<file path="src/rtl/lefp_pkg.sv">
// ----------------------------------------------------------------------------
// lefp_pkg
// Types and constants shared by the length-prefixed field parser.
// ----------------------------------------------------------------------------
package lefp_pkg;

	typedef enum logic [1:0] {
		PH_START   = 2'd0,
		PH_LEN14   = 2'd1,
		PH_LEN32   = 2'd2,
		PH_PAYLOAD = 2'd3
	} phase_t;

	typedef enum logic [2:0] {
		KIND_SIZE  = 3'd0,
		KIND_STR   = 3'd1,
		KIND_INT   = 3'd2,
		KIND_EMPTY = 3'd3,
		KIND_UNSUP = 3'd4
	} kind_t;

	typedef enum logic [1:0] {
		PFX_LEN6  = 2'b00,
		PFX_LEN14 = 2'b01,
		PFX_LEN32 = 2'b10,
		PFX_SPEC  = 2'b11
	} prefix_t;

	localparam logic [7:0]  FIRST_UNSUP_PREFIX = 8'hC3;
	localparam logic [31:0] LEN14_MASK         = 32'h0000_3FFF;
	localparam logic [31:0] LEN32_BYTES        = 32'd4;

	typedef struct packed {
		phase_t      phase;
		logic        field_is_string;
		logic [31:0] assembled_size;
		logic [31:0] bytes_remaining;
		logic        integer_payload;
	} parse_state_t;

	typedef struct packed {
		logic        valid;
		kind_t       kind;
		logic [31:0] value;
		logic        last;
	} parse_result_t;

endpackage

</file>
<file path="src/rtl/lefp_step.sv">
// ----------------------------------------------------------------------------
// lefp_step
// Next-state and result logic for one stream byte.
// ----------------------------------------------------------------------------
module lefp_step
	import lefp_pkg::*;
(
	input  parse_state_t  st,
	input  logic [7:0]    data_byte,
	input  logic          mode,
	output parse_state_t  nxt,
	output parse_result_t res
);

	logic        len_done;
	logic [31:0] len;
	logic [31:0] asm14;
	logic [31:0] asm32;
	logic [31:0] br_dec;
	logic        pay_last;

	always_comb begin
		nxt      = st;
		res      = '0;
		res.kind = KIND_SIZE;
		len_done = 1'b0;
		len      = '0;
		asm14    = (st.assembled_size | {24'd0, data_byte}) & LEN14_MASK;
		asm32    = {st.assembled_size[23:0], data_byte};
		br_dec   = (st.bytes_remaining != 32'd0) ? st.bytes_remaining - 32'd1
			: st.bytes_remaining;
		pay_last = (st.bytes_remaining <= 32'd1);

		unique case (st.phase)
			PH_LEN14: begin
				nxt.assembled_size = asm14;
				len_done           = 1'b1;
				len                = asm14;
			end
			PH_LEN32: begin
				nxt.assembled_size  = asm32;
				nxt.bytes_remaining = br_dec;
				len_done            = (br_dec == 32'd0);
				len                 = asm32;
			end
			PH_PAYLOAD: begin
				nxt.bytes_remaining = br_dec;
				if (pay_last) begin
					nxt.phase = PH_START;
				end
				res.valid = 1'b1;
				res.kind  = st.integer_payload ? KIND_INT : KIND_STR;
				res.value = {24'd0, data_byte};
				res.last  = pay_last;
			end
			default: begin
				nxt.field_is_string = mode;
				unique case (prefix_t'(data_byte[7:6]))
					PFX_LEN6: begin
						len_done = 1'b1;
						len      = {26'd0, data_byte[5:0]};
					end
					PFX_LEN14: begin
						nxt.assembled_size = {18'd0, data_byte[5:0], 8'd0};
						nxt.phase          = PH_LEN14;
					end
					PFX_LEN32: begin
						nxt.assembled_size  = '0;
						nxt.bytes_remaining = LEN32_BYTES;
						nxt.phase           = PH_LEN32;
					end
					default: begin
						if (mode && (data_byte < FIRST_UNSUP_PREFIX)) begin
							nxt.integer_payload = 1'b1;
							nxt.bytes_remaining = 32'd1 << data_byte[1:0];
							nxt.phase           = PH_PAYLOAD;
						end else begin
							nxt.phase = PH_START;
							res.valid = 1'b1;
							res.kind  = KIND_UNSUP;
							res.value = {24'd0, data_byte};
							res.last  = 1'b1;
						end
					end
				endcase
			end
		endcase

		// Complete length: report it, report an empty string, or open the string payload.
		if (len_done) begin
			if (!nxt.field_is_string) begin
				nxt.phase = PH_START;
				res.valid = 1'b1;
				res.kind  = KIND_SIZE;
				res.value = len;
				res.last  = 1'b1;
			end else if (len == 32'd0) begin
				nxt.phase = PH_START;
				res.valid = 1'b1;
				res.kind  = KIND_EMPTY;
				res.value = '0;
				res.last  = 1'b1;
			end else begin
				nxt.integer_payload = 1'b0;
				nxt.bytes_remaining = len;
				nxt.phase           = PH_PAYLOAD;
			end
		end
	end

endmodule

</file>
<file path="src/rtl/length_encoded_field_parser_core.sv">
// A byte's result is registered in the result stage after the byte leaves the input stage.
// Throughput: one byte per cycle unless the output stalls; the input register, the parse state and
// the result register all advance together under one stall signal.
// A byte that starts or extends a length, opens a payload or ends a nonzero string length gives
// no result; every other byte produces exactly one.
// Reset (arst_n low, asynchronous): both stages empty, parser at field start.
// ----------------------------------------------------------------------------
// length_encoded_field_parser_core
// Parses length-prefixed fields from a byte stream, one byte per item,
// giving sizes, string or integer payload bytes, and error items.
// ----------------------------------------------------------------------------
module length_encoded_field_parser_core
	import lefp_pkg::*;
(
	input  logic        clk,
	input  logic        arst_n,
	input  logic        in_valid,
	output logic        in_ready,
	input  logic [7:0]  data_byte,
	input  logic        mode,
	output logic        out_valid,
	input  logic        out_ready,
	output logic [2:0]  kind,
	output logic [31:0] value,
	output logic        last
);

	// Input stage: holds one item until the parser can move it on.
	logic          valid_s1;
	logic [7:0]    byte_s1;
	logic          mode_s1;

	// Result stage.
	logic          valid_s2;
	kind_t         kind_s2;
	logic [31:0]   value_s2;
	logic          last_s2;

	// Parse state, carried from item to item.
	parse_state_t  state_q;
	parse_state_t  state_nxt;
	parse_result_t step_res;

	logic          advance;

	// Advance whenever the result register is free or being drained.
	assign advance  = !valid_s2 || out_ready;
	// Take a new item while the input stage is empty or moving on.
	assign in_ready = !valid_s1 || advance;

	always_ff @(posedge clk or negedge arst_n) begin
		if (!arst_n) begin
			valid_s1 <= 1'b0;
		end else if (in_ready) begin
			valid_s1 <= in_valid;
		end
	end

	always_ff @(posedge clk) begin
		if (in_ready && in_valid) begin
			byte_s1 <= data_byte;
			mode_s1 <= mode;
		end
	end

	lefp_step u_step (
		.st        (state_q),
		.data_byte (byte_s1),
		.mode      (mode_s1),
		.nxt       (state_nxt),
		.res       (step_res)
	);

	// Commit the parse state only when the item leaves the input stage.
	always_ff @(posedge clk or negedge arst_n) begin
		if (!arst_n) begin
			state_q.phase           <= PH_START;
			state_q.field_is_string <= 1'b0;
			state_q.assembled_size  <= '0;
			state_q.bytes_remaining <= '0;
			state_q.integer_payload <= 1'b0;
		end else if (valid_s1 && advance) begin
			state_q <= state_nxt;
		end
	end

	// Result register: a byte that gives no result leaves a bubble.
	always_ff @(posedge clk or negedge arst_n) begin
		if (!arst_n) begin
			valid_s2 <= 1'b0;
		end else if (advance) begin
			valid_s2 <= valid_s1 && step_res.valid;
		end
	end

	always_ff @(posedge clk) begin
		if (advance && valid_s1 && step_res.valid) begin
			kind_s2  <= step_res.kind;
			value_s2 <= step_res.value;
			last_s2  <= step_res.last;
		end
	end

	assign out_valid = valid_s2;
	assign kind      = kind_s2;
	assign value     = value_s2;
	assign last      = last_s2;

endmodule

</file>
<file path="config.mk">
export PLATFORM = sky130hd
export DESIGN_NAME = length_encoded_field_parser_core
export DESIGN_NICKNAME = d
export VERILOG_FILES = /design/src/rtl/lefp_pkg.sv /design/src/rtl/lefp_step.sv /design/src/rtl/length_encoded_field_parser_core.sv
export SDC_FILE = /design/constraint.sdc
export NUM_CORES = 1
export LEC_CHECK = 0
export BUFFER_PORTS_ARGS = -buffer_cell sky130_fd_sc_hd__buf_2
export CAP_MARGIN = 15
export CORE_UTILIZATION = 55
export CTS_CLUSTER_DIAMETER = 60
export DETAILED_ROUTE_END_ITERATION = 10
export GPL_ROUTABILITY_DRIVEN = 1
export GPL_TIMING_DRIVEN = 0
export PLACE_DENSITY_LB_ADDON = 0.3
export SKIP_LAST_GASP = 1
export SYNTH_ARGS = -nofsm -noshare
export SYNTH_HDL_FRONTEND = slang
export SYNTH_SLANG_ARGS = --single-unit
</file>
<file path="constraint.sdc">
create_clock -name clk -period 10.54 [get_ports clk]
set_input_delay 1.581 -clock clk [delete_from_list [all_inputs] [get_ports clk]]
set_output_delay 1.581 -clock clk [all_outputs]
set_load 0.03 [all_outputs]
</file>
==> results.txt <==
status: finished, final reports clean
vias in the first global route: 6667
DP Worst Slack: 5.10 ns
via count: 6940
#FFs+latches synth: 107
Critical Path RT: 10.61 ns
gr busiest metal: met2
Synth async-reset ratio: 57.9%
drt drc: 0
Starting Density: 56.9%
leakage: 3.19 nW
Hold Vio Cnt, Final: 0
CP arrival: 5.79 ns
antenna violations before repair: 0
Area Growth Syn to Fin: 12.0%
WS Path Type: flip-flop to flip-flop
synth unique cells: 67
Core Util, Final: 63.8%
Post-Syn Nets: 813
I/O Pins: 51
clock-pin slew on the worst setup and hold paths: 0.07 ns
Initial DRC Count: 1011
HP Class: flip-flop to flip-flop
fin cells: 1023
setup violators final: 0
Cell Area, Synth: 6900 µm²
Overflow after GRT: 0
Clock Tree Buf Depth: 2
Via density: 6.78
met1 usage: 51.7%
cts hold-fix bufs: 0
CP Launch Type: flip-flop
crit-path max FO: 24
global-route wire length before repair: 36800 µm
worst setup slack after layout: 4.82 ns
GRT Util Overall: 37.9%
NumNets Final: 875
dpl hpwl: 17500 µm
# H-tree levels: 3
Worst-Skew Late Latency: 0.37 ns
per-cell routed wire length: 23.2 µm
power per cell area: 376 nW/µm²
Buffers on Ports: 50
Die H: 114 µm
Layout Skew: 0.0107 ns
Die Area: 13000 µm²
measured slew at the worst slew-check pin: 1.04 ns
total of max-cap violations: 0
most frequent cells in the layout: nor2_1, nand2_1, dfrtp_1
Synth Flop Type: dfrtp_1
RD Place Congestion: 0.970
Max VDD drop: 182 µV
met3 global-route usage: 8.13%
# resized after CTS: 0
CTS root buf: clkbuf_16
largest net degree at the start of global routing: 63
Syn Area/Cell: 8.75 µm²
Placeable Area: 12100 µm²
post-CTS setup buffers: 0
# diodes: 0
CTS Sinks: 107
most common cell after layout, fill and taps aside: nor2_1
Post-Route WL: 23800 µm
Achievable Freq: 175 MHz
RSZ-0062 raised after global routing: no
Final period util: 54.2%
Rel. slew slack: 29.8%
total CTS buffers: 9
Placement Rows: 40
placed cell count: 1007
crit end category: flip-flop
CTS tree: built
Slew Limit Fails: 0
Horiz. Die Dim: 114 µm
met2 GRT Util: 58.1%
Post-DP Area: 7400 µm²
crit path time final: 5.72 ns
DRT Pass-1 Iters: 5
design area: 7720 µm²
Antenna Nets Post-Route: 0
Post-synth EDFFs: 45
layout cell share with drive strength beyond 1: 11.9%
Post-Syn Instances: 788
Setup TNS: 0 ns
sequential fraction of the synthesis area: 42.1%
Syn. warnings: 0
[worst max-delay path: stages (launching register included)]
cell and delay (ns):
dfrtp_1 0.41, buf_4 0.18, inv_1 0.06, ha_1 0.32, nor3b_1 0.53, nand2_1 0.35, nor4_1 0.72, buf_2 0.38
nor3_1 0.11, nor4b_2 0.44, nand4_1 0.23, o31ai_4 0.51, nand2_1 0.15, buf_2 0.26, a31oi_4 0.50, buf_16 0.24
[state kept, by name, summed over array words and instances (netlist names)]
register   count
mode_s1        1
kind           3
last           1
byte_s1        8
value         32
valid_s1       1
state_q       60
out_valid      1
[synthesized netlist by cell type (4+ instances only)]
cell type  number  area [µm²]
buf_2          10        50.1
a22oi_1        17         128
a31oi_1         9        56.3
buf_1           4        15.0
clkbuf_1       56         210
a221o_1        22         220
nand2b_1        5        31.3
xnor2_1         6        52.6
nor2b_1         4        25.0
or2_2           5        31.3
ha_1           12         150
and3_1         23         144
o2111ai_1       4        35.0
a21oi_1        52         260
o31ai_1         5        37.5
dfrtp_1        62        1550
nand2_1        70         263
nor3b_1         4        30.0
nand4_1        12        75.1
nand3_1        26         130
nor3_1         38         190
o21a_1          7        52.6
a22o_1         16         140
nor2_1         71         267
a211oi_1        7        52.6
or3_1          11        68.8
o21ai_0        61         305
or4_1           6        45.0
mux2_2          5        56.3
nor4_1         18         113
a32o_1          8        80.1
o41ai_1         4        35.0
a21o_1         15         113
inv_1          14        52.6
edfxtp_1       45        1350
a211o_1         4        35.0
[worst paths after layout]
path | startpoint | to | slack, ns | depth (start not counted)
setup / recovery | state_q[1] | value[15] | 4.82 | 15
hold / removal | state_q[65] | state_q[65] | 0.52 | 1
setup reg to reg | state_q[1] | value[15] | 4.82 | 15
hold reg to reg | state_q[65] | state_q[65] | 0.52 | 1
max in group asynchronous | arst_n | state_q[3] | 8.68 | 1
min in group asynchronous | arst_n | state_q[9] | 1.29 | 1
[stage by stage]
step | hold WS, ns | total power, mW
finish | 0.521 | 2.90
global route | 0.549 | 3.04
CTS | 0.512 | 2.82
detailed placement | 0.495 | 2.45
global placement | 0.486 | 2.41
floorplan | 0.472 | 1.92
[layout make-up]
cell class                      instances  area, µm²
Tap cell                              168        210
Buffer                                 75        318
Multi-Input combinational cell        591       3630
Timing Repair Buffer                   51        280
Fill cell                            1055       4390
Clock inverter                          6       82.6
Sequential cell                       107       2900
Inverter                               15       56.3
Clock buffer                           10        239
[power by group]
part | internal (mW) | switching [mW]
Clock | 0.196 | 0.170
Combinational | 0.585 | 1.30
Sequential | 0.557 | 0.100
[kinds of logic (layout without fill, tap and decap cells)]
logic type                 Yosys count  in the layout  share of synthesized area, %
xor gates and xnor gates             9              9                          1.14
AOI/OAI and AO/OA                  254            254                          25.5
adders and majority gates           12             12                          2.18
muxes                                8              8                          1.25
DFF                                107            107                          42.1
buffers and inverters               90            157                          5.43
and+or+nand+nor                    308            308                          22.4
[routing by layer]
layer,vias up,wire [µm]
li1,3100,-
met1,3320,9840
met2,450,10700
met3,70,2410
met4,0,800
met5,-,0
Note: power is estimated with default switching activity, not from simulation.
